--- src/hdl/link_sender_backoff_admission_top_assert.svh ---
// Assertion macros for the link sender backoff and admission block.
// Used by link_sender_backoff_admission_top; expects clk and rst_n in scope.
`ifndef LINK_SENDER_BACKOFF_ADMISSION_TOP_ASSERT_SVH
`define LINK_SENDER_BACKOFF_ADMISSION_TOP_ASSERT_SVH

// Same-cycle implication, checked out of reset
`define LSBA_ASSERT_IMPL(lbl, ante, cons, msg) \
    lbl: assert property (@(posedge clk) disable iff (!rst_n) (ante) |-> (cons)) \
        else $error(msg);

// Next-cycle implication, checked out of reset
`define LSBA_ASSERT_NEXT(lbl, ante, cons, msg) \
    lbl: assert property (@(posedge clk) disable iff (!rst_n) (ante) |=> (cons)) \
        else $error(msg);

`endif

--- src/hdl/lsba_pkg.sv ---
// Shared types and constants for the link sender backoff and admission block.
// No dependencies; imported by every module of the block.
package lsba_pkg;

    // Event codes of the request field func
    typedef enum logic [2:0] {
        FN_START      = 3'd0,
        FN_SEND       = 3'd1,
        FN_RETRY      = 3'd2,
        FN_DEADLINE   = 3'd3,
        FN_CONNECT    = 3'd4,
        FN_WRITE_DONE = 3'd5,
        FN_REPORT     = 3'd6,
        FN_SHUTDOWN   = 3'd7
    } func_t;

    // Link modes
    typedef enum logic [2:0] {
        MODE_IDLE  = 3'd0,
        MODE_DOWN  = 3'd1,
        MODE_WAIT  = 3'd2,
        MODE_CONN  = 3'd3,
        MODE_HDR   = 3'd4,
        MODE_READY = 3'd5,
        MODE_SHUT  = 3'd6
    } mode_t;

    // Commands issued with a result
    typedef enum logic [2:0] {
        CMD_NONE     = 3'd0,
        CMD_CONNECT  = 3'd1,
        CMD_DATA     = 3'd2,
        CMD_HEADER   = 3'd3,
        CMD_TEARDOWN = 3'd4
    } cmd_t;

    // Configuration register indexes
    localparam int CFG_INDEX_BITS = 8;
    localparam logic [CFG_INDEX_BITS-1:0] CFG_PENDING_LIMIT = 8'd0;
    localparam logic [CFG_INDEX_BITS-1:0] CFG_MAX_BACKOFF   = 8'd1;
    localparam int CFG_DATA_BITS = 24;

    // Field widths and reset values
    localparam int BYTE_BITS    = 24;
    localparam int DELAY_BITS   = 8;
    localparam int REPORT_BITS  = 32;
    localparam logic [BYTE_BITS-1:0]  PENDING_LIMIT_RST = 24'd65536;
    localparam logic [DELAY_BITS-1:0] MAX_BACKOFF_RST   = 8'd60;

    // Input request
    typedef struct packed {
        logic [2:0]           func;
        logic [BYTE_BITS-1:0] byte_count;
        logic                 had_error;
        logic                 socket_open;
        logic                 deadline_reached;
    } in_item_t;

    // Result request
    typedef struct packed {
        logic [2:0]             link_state;
        logic [2:0]             command;
        logic                   close_socket;
        logic                   arm_retry;
        logic [DELAY_BITS-1:0]  retry_delay_secs;
        logic [BYTE_BITS-1:0]   pending_total;
        logic                   report_valid;
        logic [REPORT_BITS-1:0] sent_total;
        logic [REPORT_BITS-1:0] dropped_total;
        logic [REPORT_BITS-1:0] failed_total;
        logic                   start_error;
    } out_item_t;

    // Next values of the link state registers
    typedef struct packed {
        mode_t                 mode;
        logic [DELAY_BITS-1:0] backoff;
        logic [BYTE_BITS-1:0]  pending;
    } link_next_t;

    // Byte counter controls
    typedef struct packed {
        logic add_sent;
        logic add_drop;
        logic add_fail;
        logic clear;
    } ctr_ctl_t;

    // Per-event result flags from the event decoder
    typedef struct packed {
        cmd_t                  command;
        logic                  close_socket;
        logic                  arm_retry;
        logic [DELAY_BITS-1:0] retry_delay_secs;
        logic                  report_valid;
        logic                  start_error;
    } evt_res_t;

endpackage

--- src/hdl/lsba_sat_ctr.sv ---
// Saturating byte counter with clear, width set by COUNTER_BITS.
// Depends on lsba_pkg for field widths.
module lsba_sat_ctr
    import lsba_pkg::*;
#(
    parameter int COUNTER_BITS = 32
)
(
    input  logic                   clk,
    input  logic                   rst_n,
    input  logic                   add,
    input  logic                   clear,
    input  logic [BYTE_BITS-1:0]   amount,
    output logic [REPORT_BITS-1:0] value
);

    localparam int SUM_BITS = ((COUNTER_BITS > BYTE_BITS) ? COUNTER_BITS : BYTE_BITS) + 1;

    logic [COUNTER_BITS-1:0] count_reg;
    logic [COUNTER_BITS-1:0] count_next;
    logic [SUM_BITS-1:0]     sum;
    logic [SUM_BITS-1:0]     max_ext;
    logic [COUNTER_BITS-1:0] sat_sum;

    // Add with clamp at the all-ones value
    assign sum     = SUM_BITS'(count_reg) + SUM_BITS'(amount);
    assign max_ext = SUM_BITS'({COUNTER_BITS{1'b1}});
    assign sat_sum = (sum > max_ext) ? {COUNTER_BITS{1'b1}} : sum[COUNTER_BITS-1:0];

    // Clear on report, else advance on add
    always_comb
    begin
        if (clear)
        begin
            count_next = '0;
        end
        else if (add)
        begin
            count_next = sat_sum;
        end
        else
        begin
            count_next = count_reg;
        end
    end

    always_ff @(posedge clk or negedge rst_n)
    begin
        if (!rst_n)
        begin
            count_reg <= '0;
        end
        else
        begin
            count_reg <= count_next;
        end
    end

    // Report view is the low 32 bits, zero-extended when narrower
    assign value = REPORT_BITS'(count_reg);

endmodule

--- src/hdl/lsba_event.sv ---
// Event decoder: next link mode, backoff and pending count, plus result flags.
// Depends on lsba_pkg for event, mode and command codes.
module lsba_event
    import lsba_pkg::*;
(
    input  in_item_t              item,
    input  mode_t                 mode,
    input  logic [DELAY_BITS-1:0] backoff,
    input  logic [BYTE_BITS-1:0]  pending,
    input  logic [BYTE_BITS-1:0]  admit_limit,
    input  logic [DELAY_BITS-1:0] max_backoff,
    output link_next_t            link_next,
    output ctr_ctl_t              ctr_ctl,
    output evt_res_t              res
);

    func_t                 fn;
    logic                  is_shut;
    logic                  is_idle;
    logic                  active;
    logic                  fail;
    logic                  sched;
    logic [DELAY_BITS-1:0] cap;
    logic [DELAY_BITS:0]   dbl;
    logic [DELAY_BITS-1:0] backoff_dbl;
    logic [BYTE_BITS:0]    pend_sum;
    logic                  send_live;
    logic                  send_ok;
    logic [BYTE_BITS-1:0]  pend_sub;

    assign fn      = func_t'(item.func);
    assign is_shut = (mode == MODE_SHUT);
    assign is_idle = (mode == MODE_IDLE);
    assign active  = !is_shut && !is_idle;
    assign fail    = item.had_error || !item.socket_open;

    // Reconnect scheduling on an active link: after every failed connect, after a failed write
    // unless a retry is already waiting or connecting
    assign sched = active && fail &&
                   ((fn == FN_CONNECT) ||
                    ((fn == FN_WRITE_DONE) && (mode != MODE_WAIT) && (mode != MODE_CONN)));

    // Double the delay, clamp at the cap (a zero cap acts as one)
    assign cap         = (max_backoff == '0) ? DELAY_BITS'(1) : max_backoff;
    assign dbl         = {backoff, 1'b0};
    assign backoff_dbl = (dbl > {1'b0, cap}) ? cap : dbl[DELAY_BITS-1:0];

    // Send admission
    assign pend_sum  = {1'b0, pending} + {1'b0, item.byte_count};
    assign send_live = !is_shut && (item.byte_count != '0);
    assign send_ok   = send_live && (mode == MODE_READY) && (pend_sum <= {1'b0, admit_limit});

    // Lower pending on write completion, floor at zero
    assign pend_sub = (item.byte_count > pending) ? '0 : (pending - item.byte_count);

    // Next state of the link registers
    always_comb
    begin
        link_next.mode    = mode;
        link_next.backoff = backoff;
        link_next.pending = pending;
        unique case (fn)
            FN_START:
            begin
                if (is_idle)
                begin
                    link_next.mode = MODE_CONN;
                end
            end
            FN_SEND:
            begin
                if (send_ok)
                begin
                    link_next.pending = pend_sum[BYTE_BITS-1:0];
                end
            end
            FN_RETRY:
            begin
                if (active)
                begin
                    link_next.mode = MODE_CONN;
                end
            end
            FN_DEADLINE:
            begin
                link_next.mode = mode;
            end
            FN_CONNECT:
            begin
                if (sched)
                begin
                    link_next.mode    = MODE_WAIT;
                    link_next.backoff = backoff_dbl;
                end
                else if (active)
                begin
                    link_next.mode    = MODE_HDR;
                    link_next.backoff = DELAY_BITS'(1);
                end
            end
            FN_WRITE_DONE:
            begin
                if (active && fail)
                begin
                    link_next.pending = '0;
                    if (sched)
                    begin
                        link_next.mode    = MODE_WAIT;
                        link_next.backoff = backoff_dbl;
                    end
                end
                else if (active)
                begin
                    if (mode == MODE_HDR)
                    begin
                        link_next.mode = MODE_READY;
                    end
                    link_next.pending = pend_sub;
                end
            end
            FN_REPORT:
            begin
                link_next.mode = mode;
            end
            FN_SHUTDOWN:
            begin
                if (!is_shut)
                begin
                    link_next.mode = MODE_SHUT;
                end
            end
        endcase
    end

    // Result flags and counter controls
    always_comb
    begin
        res              = '0;
        res.command      = CMD_NONE;
        ctr_ctl          = '0;
        res.arm_retry    = sched;
        res.retry_delay_secs = sched ? backoff : '0;
        unique case (fn)
            FN_START:
            begin
                if (is_idle)
                begin
                    res.command = CMD_CONNECT;
                end
                else
                begin
                    res.start_error = 1'b1;
                end
            end
            FN_SEND:
            begin
                if (send_ok)
                begin
                    res.command = CMD_DATA;
                end
                else if (send_live)
                begin
                    ctr_ctl.add_drop = 1'b1;
                end
            end
            FN_RETRY:
            begin
                if (active)
                begin
                    res.command = CMD_CONNECT;
                end
            end
            FN_DEADLINE:
            begin
                if ((mode == MODE_CONN) || (mode == MODE_WAIT) || (mode == MODE_DOWN))
                begin
                    res.close_socket = item.deadline_reached;
                end
            end
            FN_CONNECT:
            begin
                if (active && !fail)
                begin
                    res.command = CMD_HEADER;
                end
            end
            FN_WRITE_DONE:
            begin
                if (active && fail)
                begin
                    ctr_ctl.add_fail = 1'b1;
                    res.close_socket = item.had_error;
                end
                else if (active)
                begin
                    ctr_ctl.add_sent = 1'b1;
                end
            end
            FN_REPORT:
            begin
                if (!is_shut)
                begin
                    res.report_valid = 1'b1;
                    ctr_ctl.clear    = 1'b1;
                end
            end
            FN_SHUTDOWN:
            begin
                if (!is_shut)
                begin
                    res.command      = CMD_TEARDOWN;
                    res.close_socket = item.socket_open;
                end
            end
        endcase
    end

endmodule

--- src/hdl/link_sender_backoff_admission_top.sv ---
// A request taken into the input register is decoded from it there, and its result is then
// registered in the result register; while out_stall is low, throughput is one per cycle.
// The link mode, backoff, pending count and counters update in the same cycle
// that a request leaves the input register, so requests run back to back.
// Reset (rst_n low, asynchronous): mode idle, backoff 1, pending and counters 0,
// byte limit 65536, max_backoff_secs 60, both pipeline stages empty.
`include "link_sender_backoff_admission_top_assert.svh"

module link_sender_backoff_admission_top
    import lsba_pkg::*;
#(
    parameter int COUNTER_BITS = 32
)
(
    input  logic                      clk,
    input  logic                      rst_n,
    // Input requests
    input  logic                      in_valid,
    output logic                      in_stall,
    input  in_item_t                  in_data,
    // Result requests
    output logic                      out_valid,
    input  logic                      out_stall,
    output out_item_t                 out_data,
    // Configuration writes
    input  logic                      cfg_valid,
    output logic                      cfg_ready,
    input  logic [CFG_INDEX_BITS-1:0] cfg_index,
    input  logic [CFG_DATA_BITS-1:0]  cfg_data
);

    logic                  s1_valid_reg;
    in_item_t              s1_item_reg;
    logic                  out_valid_reg;
    out_item_t             out_item_reg;
    out_item_t             out_item_next;
    logic                  out_free;
    logic                  advance;
    logic                  in_take;

    mode_t                 mode_reg;
    logic [DELAY_BITS-1:0] backoff_reg;
    logic [BYTE_BITS-1:0]  pending_reg;
    logic [BYTE_BITS-1:0]  limit_reg;
    logic [DELAY_BITS-1:0] max_backoff_reg;

    link_next_t            link_next;
    ctr_ctl_t              ctr_ctl;
    evt_res_t              res;
    logic                  step;

    logic [REPORT_BITS-1:0] sent_value;
    logic [REPORT_BITS-1:0] drop_value;
    logic [REPORT_BITS-1:0] fail_value;

    // Handshake: result register frees when empty or taken
    assign out_free  = !out_valid_reg || !out_stall;
    assign advance   = s1_valid_reg && out_free;
    assign in_stall  = s1_valid_reg && !out_free;
    assign in_take   = in_valid && !in_stall;
    assign step      = advance;
    assign cfg_ready = 1'b1;

    // Hold the input request
    always_ff @(posedge clk or negedge rst_n)
    begin
        if (!rst_n)
        begin
            s1_valid_reg <= 1'b0;
        end
        else if (in_take)
        begin
            s1_valid_reg <= 1'b1;
        end
        else if (advance)
        begin
            s1_valid_reg <= 1'b0;
        end
    end

    always_ff @(posedge clk or negedge rst_n)
    begin
        if (!rst_n)
        begin
            s1_item_reg <= '0;
        end
        else if (in_take)
        begin
            s1_item_reg <= in_data;
        end
    end

    // Decode the event against the current link state
    lsba_event u_event
    (
        .item          (s1_item_reg),
        .mode          (mode_reg),
        .backoff       (backoff_reg),
        .pending       (pending_reg),
        .admit_limit   (limit_reg),
        .max_backoff   (max_backoff_reg),
        .link_next     (link_next),
        .ctr_ctl       (ctr_ctl),
        .res           (res)
    );

    // Byte counters
    lsba_sat_ctr #(.COUNTER_BITS(COUNTER_BITS)) u_sent
    (
        .clk    (clk),
        .rst_n  (rst_n),
        .add    (step && ctr_ctl.add_sent),
        .clear  (step && ctr_ctl.clear),
        .amount (s1_item_reg.byte_count),
        .value  (sent_value)
    );

    lsba_sat_ctr #(.COUNTER_BITS(COUNTER_BITS)) u_drop
    (
        .clk    (clk),
        .rst_n  (rst_n),
        .add    (step && ctr_ctl.add_drop),
        .clear  (step && ctr_ctl.clear),
        .amount (s1_item_reg.byte_count),
        .value  (drop_value)
    );

    lsba_sat_ctr #(.COUNTER_BITS(COUNTER_BITS)) u_fail
    (
        .clk    (clk),
        .rst_n  (rst_n),
        .add    (step && ctr_ctl.add_fail),
        .clear  (step && ctr_ctl.clear),
        .amount (s1_item_reg.byte_count),
        .value  (fail_value)
    );

    // Advance the link state on each processed request
    always_ff @(posedge clk or negedge rst_n)
    begin
        if (!rst_n)
        begin
            mode_reg    <= MODE_IDLE;
            backoff_reg <= DELAY_BITS'(1);
            pending_reg <= '0;
        end
        else if (step)
        begin
            mode_reg    <= link_next.mode;
            backoff_reg <= link_next.backoff;
            pending_reg <= link_next.pending;
        end
    end

    // Configuration registers; unknown indexes are dropped
    always_ff @(posedge clk or negedge rst_n)
    begin
        if (!rst_n)
        begin
            limit_reg       <= PENDING_LIMIT_RST;
            max_backoff_reg <= MAX_BACKOFF_RST;
        end
        else if (cfg_valid && cfg_ready)
        begin
            unique case (cfg_index)
                CFG_PENDING_LIMIT: limit_reg       <= cfg_data[BYTE_BITS-1:0];
                CFG_MAX_BACKOFF:   max_backoff_reg <= cfg_data[DELAY_BITS-1:0];
                default:           limit_reg       <= limit_reg;
            endcase
        end
    end

    // Assemble the result request
    always_comb
    begin
        out_item_next.link_state       = link_next.mode;
        out_item_next.command          = res.command;
        out_item_next.close_socket     = res.close_socket;
        out_item_next.arm_retry        = res.arm_retry;
        out_item_next.retry_delay_secs = res.retry_delay_secs;
        out_item_next.pending_total    = link_next.pending;
        out_item_next.report_valid     = res.report_valid;
        out_item_next.sent_total       = res.report_valid ? sent_value : '0;
        out_item_next.dropped_total    = res.report_valid ? drop_value : '0;
        out_item_next.failed_total     = res.report_valid ? fail_value : '0;
        out_item_next.start_error      = res.start_error;
    end

    // Result register
    always_ff @(posedge clk or negedge rst_n)
    begin
        if (!rst_n)
        begin
            out_valid_reg <= 1'b0;
        end
        else if (out_free)
        begin
            out_valid_reg <= advance;
        end
    end

    always_ff @(posedge clk)
    begin
        if (advance)
        begin
            out_item_reg <= out_item_next;
        end
    end

    assign out_valid = out_valid_reg;
    assign out_data  = out_item_reg;

    // Checks
    `LSBA_ASSERT_IMPL(a_arm_in_wait, out_valid && out_data.arm_retry,
        out_data.link_state == MODE_WAIT, "retry armed outside retry wait")
    `LSBA_ASSERT_IMPL(a_backoff_nonzero, 1'b1, backoff_reg != '0,
        "reconnect delay reached zero")
    `LSBA_ASSERT_IMPL(a_totals_quiet, out_valid && !out_data.report_valid,
        (out_data.sent_total == '0) && (out_data.dropped_total == '0) &&
        (out_data.failed_total == '0), "counter totals without a report")
    `LSBA_ASSERT_NEXT(a_advance_lands, s1_valid_reg && out_free, out_valid_reg,
        "processed request missing from result register")

endmodule
--- config.mk ---
export PLATFORM = sky130hd
export DESIGN_NAME = link_sender_backoff_admission_top
export DESIGN_NICKNAME = d
export VERILOG_FILES = /design/src/hdl/lsba_pkg.sv /design/src/hdl/lsba_sat_ctr.sv /design/src/hdl/lsba_event.sv /design/src/hdl/link_sender_backoff_admission_top.sv
export VERILOG_INCLUDE_DIRS = /design/src /design/src/hdl
export SDC_FILE = /design/constraint.sdc
export NUM_CORES = 1
export LEC_CHECK = 0
export BUFFER_PORTS_ARGS = -buffer_cell sky130_fd_sc_hd__buf_2
export CORE_MARGIN = 4
export CORE_UTILIZATION = 65
export CTS_CLUSTER_SIZE = 28
export DETAILED_ROUTE_END_ITERATION = 12
export HOLD_SLACK_MARGIN = 0.1
export PLACE_DENSITY = 0.87
export SLEW_MARGIN = 20
export SYNTH_ARGS = -nofsm -noshare
export SYNTH_HDL_FRONTEND = slang
export SYNTH_SLANG_ARGS = --single-unit
export TNS_END_PERCENT = 10
--- constraint.sdc ---
create_clock -name clk -period 9.7 [get_ports clk]
set_input_delay 1.455 -clock clk [delete_from_list [all_inputs] [get_ports clk]]
set_output_delay 1.455 -clock clk [all_outputs]
set_load 0.02 [all_outputs]
==> flow_summary.json <==
{
  "grt_max_degree": 121,
  "rows": 64,
  "status": "finished, final reports clean",
  "core-area_um2": 30830,
  "p_leak_nw": 10.53,
  "die_h_um": 185.4,
  "netlist.area_leader.share": 0.2313,
  "gp_congestion": 0.9905,
  "power_frac_seq": 0.320,
  "cpPeakStageDelay_ps": 770,
  "place_inst": 2635,
  "required_ps": 10110,
  "path_clk_slew_ps": 60,
  "timing.rr.start": "s1_item_reg[4]",
  "fin_cells": 2700,
  "holdCritStartpoint": "u_sent.value[17]",
  "syn2layout_area_growth_pct": 12.69,
  "critPathMaxFanout": 11,
  "synthCells": 2104,
  "p_sw_w": 0.002686,
  "drt_wl_total_um": 60630,
  "crit_type": "reg -> reg",
  "cp_common_cell": "a211oi_1",
  "start_util": 0.6633,
  "finalNetCount": 2500,
  "die_w_um": 185.4,
  "powerDensity_nw_per_um2": 281.5,
  "endpoint_kind": "register",
  "hold_violations": 0,
  "numCtsBuffers": 36,
  "maxCapViolCount": 0,
  "sw_frac_of_total": 0.4140,
  "rsz0062_at_grt": "no",
  "slowest_stage": "or4_1",
  "syn_area_um2": 20450,
  "max_slew.worst_pin.slew_ps": 1046,
  "pwr-share-clk": 0.223,
  "dp_slack_ps": 3283,
  "die-area_um2": 34360,
  "htreeDepth": 2,
  "antenna_cells": 0,
  "hpwl_um": 41580,
  "overflow": 0,
  "cts_root_buffer": "clkbuf_16",
  "irDropWorstVdd_v": 0.0001971,
  "antenna_found_initial": 4,
  "fillers": 2098,
  "avgSynthCellArea_um2": 9.719,
  "cts_hold_buf": 0,
  "synth-main-ff-cell": "dfrtp_1",
  "synth_seq_area_share": 0.4416,
  "largest_reg_flops": 138,
  "vias": 17730,
  "cts_tree": "done",
  "post_cts_buffers": 0,
  "yosysWarningCount": 0,
  "internal-power_w": 0.003802,
  "min_delay_path_depth": 2,
  "clk_latency_ps": 540,
  "synth_edf_count": 138,
  "synth.area.top_cells": "dfrtp_1, edfxtp_1, ha_1",
  "final.setup.tns_ps": 0,
  "rr_worst_depth": 19,
  "cp-start-kind": "register",
  "slew_violations": 0,
  "fin_ws_ps": 3154,
  "clock_path_buffers": 3,
  "synth_seq_cells": 333,
  "io_buffers": 206,
  "rrSetupSlack_ps": 3150,
  "grt_first_pass_wirelength_um": 93980,
  "ioPinCount": 208,
  "synth_top_area_cell": "dfrtp_1",
  "postLayoutCoreUtil": 0.7475,
  "drt_drc_violations_left": 0,
  "clock.fmax_ghz": 0.1528,
  "finalCriticalPeriod_ps": 6546,
  "cp.arrival_ps": 6960,
  "startpoint": "s1_item_reg[4]",
  "drive_above_1_share": 0.1602,
  "initialDrtViolationCount": 1779,
  "grt_pass1_vias": 17120,
  "grt_usage": 0.3464,
  "setup_viol": 0,
  "syn-num-nets": 2327,
  "ys_types": 82,
  "cts.repair.resized": 0,
  "routedWlPerCell_um": 22.46,
  "vias_per_cell": 6.566,
  "pwr-share-comb": 0.457,
  "cts.sinks": 333,
  "first_pass_iters": 6,
  "postSynth.asyncResetShare": 0.5856,
  "path_cells": "inv_1 > fa_1 > nor2_1 > o211ai_1 > a211oi_1 > nor2_1 > o31ai_1 > a31oi_1 > xnor2_1 > ha_1 > a211oi_1 > o21ai_0 > a211oi_1 > a21oi_1 > or4_1 > or2_0 > a21oi_1 > o21ai_0 > mux2_2",
  "period_share": 0.6748,
  "hp-class": "reg -> reg",
  "finalClockSkew_ps": 22.29,
  "ant_nets": 0,
  "slew_headroom": 0.2976
}
## metal layers
metal / part of all wire / global-route usage
met3: 0.089 / 0.06618
met4: 0.050 / 0.1450
met1: 0.39 / 0.4564
met5: 0.00091 / 0
met2: 0.47 / 0.5658
## cell families after synthesis
kind of cell | after synthesis | synth area share
DFF | 333 | 0.4416
and+or+nand+nor | 645 | 0.1599
xor gates and xnor gates | 89 | 0.03812
AOI/OAI and AO/OA | 612 | 0.1891
other | 1 | 0.0001834
buffers and inverters | 205 | 0.03952
muxes | 63 | 0.03426
adders and majority gates | 156 | 0.09728
## Yosys cell counts (all sizes together) (20+ instances only)
cell type and instances:
dfrtp 189, nand2 170, a21oi 169, o21ai 155, ha 151, edfxtp 138, and2 118, nor2 115
inv 111, clkbuf 71, xnor2 59, nand3 54, a31oi 53, mux2 53, a21o 48, nor3 42
xor2 30, a211oi 26, and3 23, buf 22, nand2b 21, nor2b 20
## layout by cell type, fill, tap and decap left out, types with 23 or more instances in the layout
cell type | Yosys | layout
and3_1 | 23 | 23
edfxtp_1 | 138 | 138
nand2_1 | 170 | 169
ha_1 | 151 | 151
a21oi_1 | 169 | 169
o21ai_0 | 150 | 149
mux2_2 | 52 | 52
dfrtp_1 | 189 | 189
clkbuf_16 | 0 | 36
nor3_1 | 42 | 39
nand3_1 | 54 | 54
and2_1 | 117 | 117
xnor2_1 | 59 | 59
a21o_1 | 48 | 48
xor2_1 | 30 | 30
buf_2 | 15 | 205
a211oi_1 | 26 | 26
a31oi_1 | 53 | 53
inv_1 | 111 | 111
nor2_1 | 115 | 113
## per-stage QoR
step                      hold slack [ps]  instance area (um2)  total power (W)
after CTS                           508.6                23040         0.006424
after global routing                534.6                23040         0.006869
after global placement              467.6                21800         0.004854
after floorplan                     456.4                20450         0.004164
final                               512.9                23040         0.006488
after detailed placement            496.4                21800         0.004944
## path summary, 6_finish.rpt
path | to
worst max-delay path | pending_reg[3]
worst min-delay path | u_sent.value[17]
worst max register to register | pending_reg[3]
worst min register to register | u_sent.value[17]
max in group asynchronous | u_drop.value[8]
min in group asynchronous | backoff_reg[5]
## power by group through the flow
| stage | sequential, W | combinational (W) | clock (W) |
|---|---|---|---|
| final | 0.00208 | 0.00296 | 0.00145 |
| after global routing | 0.00210 | 0.00325 | 0.00152 |
| after CTS | 0.00206 | 0.00291 | 0.00146 |
| after detailed placement | 0.00208 | 0.00286 | 0 |
| after global placement | 0.00207 | 0.00278 | 0 |
| after floorplan | 0.00203 | 0.00213 | 0 |
## worst max-delay path: cells and delay by family (launching register included)
kind / cells / cell delay, ps
AO/OA/AOI/OAI: 10 / 2750
AND/OR/NAND/NOR: 4 / 1540
adder cells (fa/ha/maj): 2 / 770
flip-flops: 1 / 610
multiplexers: 1 / 300
XOR/XNOR: 1 / 220
buffers and inverters: 1 / 200
## area by class of cell
cell class                      instances  area, um2  share of cell area
Inverter                              112      425.4             0.01846
Clock inverter                         18      252.7             0.01097
Timing Repair Buffer                  228       1206             0.05234
Clock buffer                           47      992.2             0.04306
Sequential cell                       333       9031              0.3919
Multi-Input combinational cell       1566      10640              0.4618
Tap cell                              396      495.5             0.02150
Power figures use the tool's default switching activity.
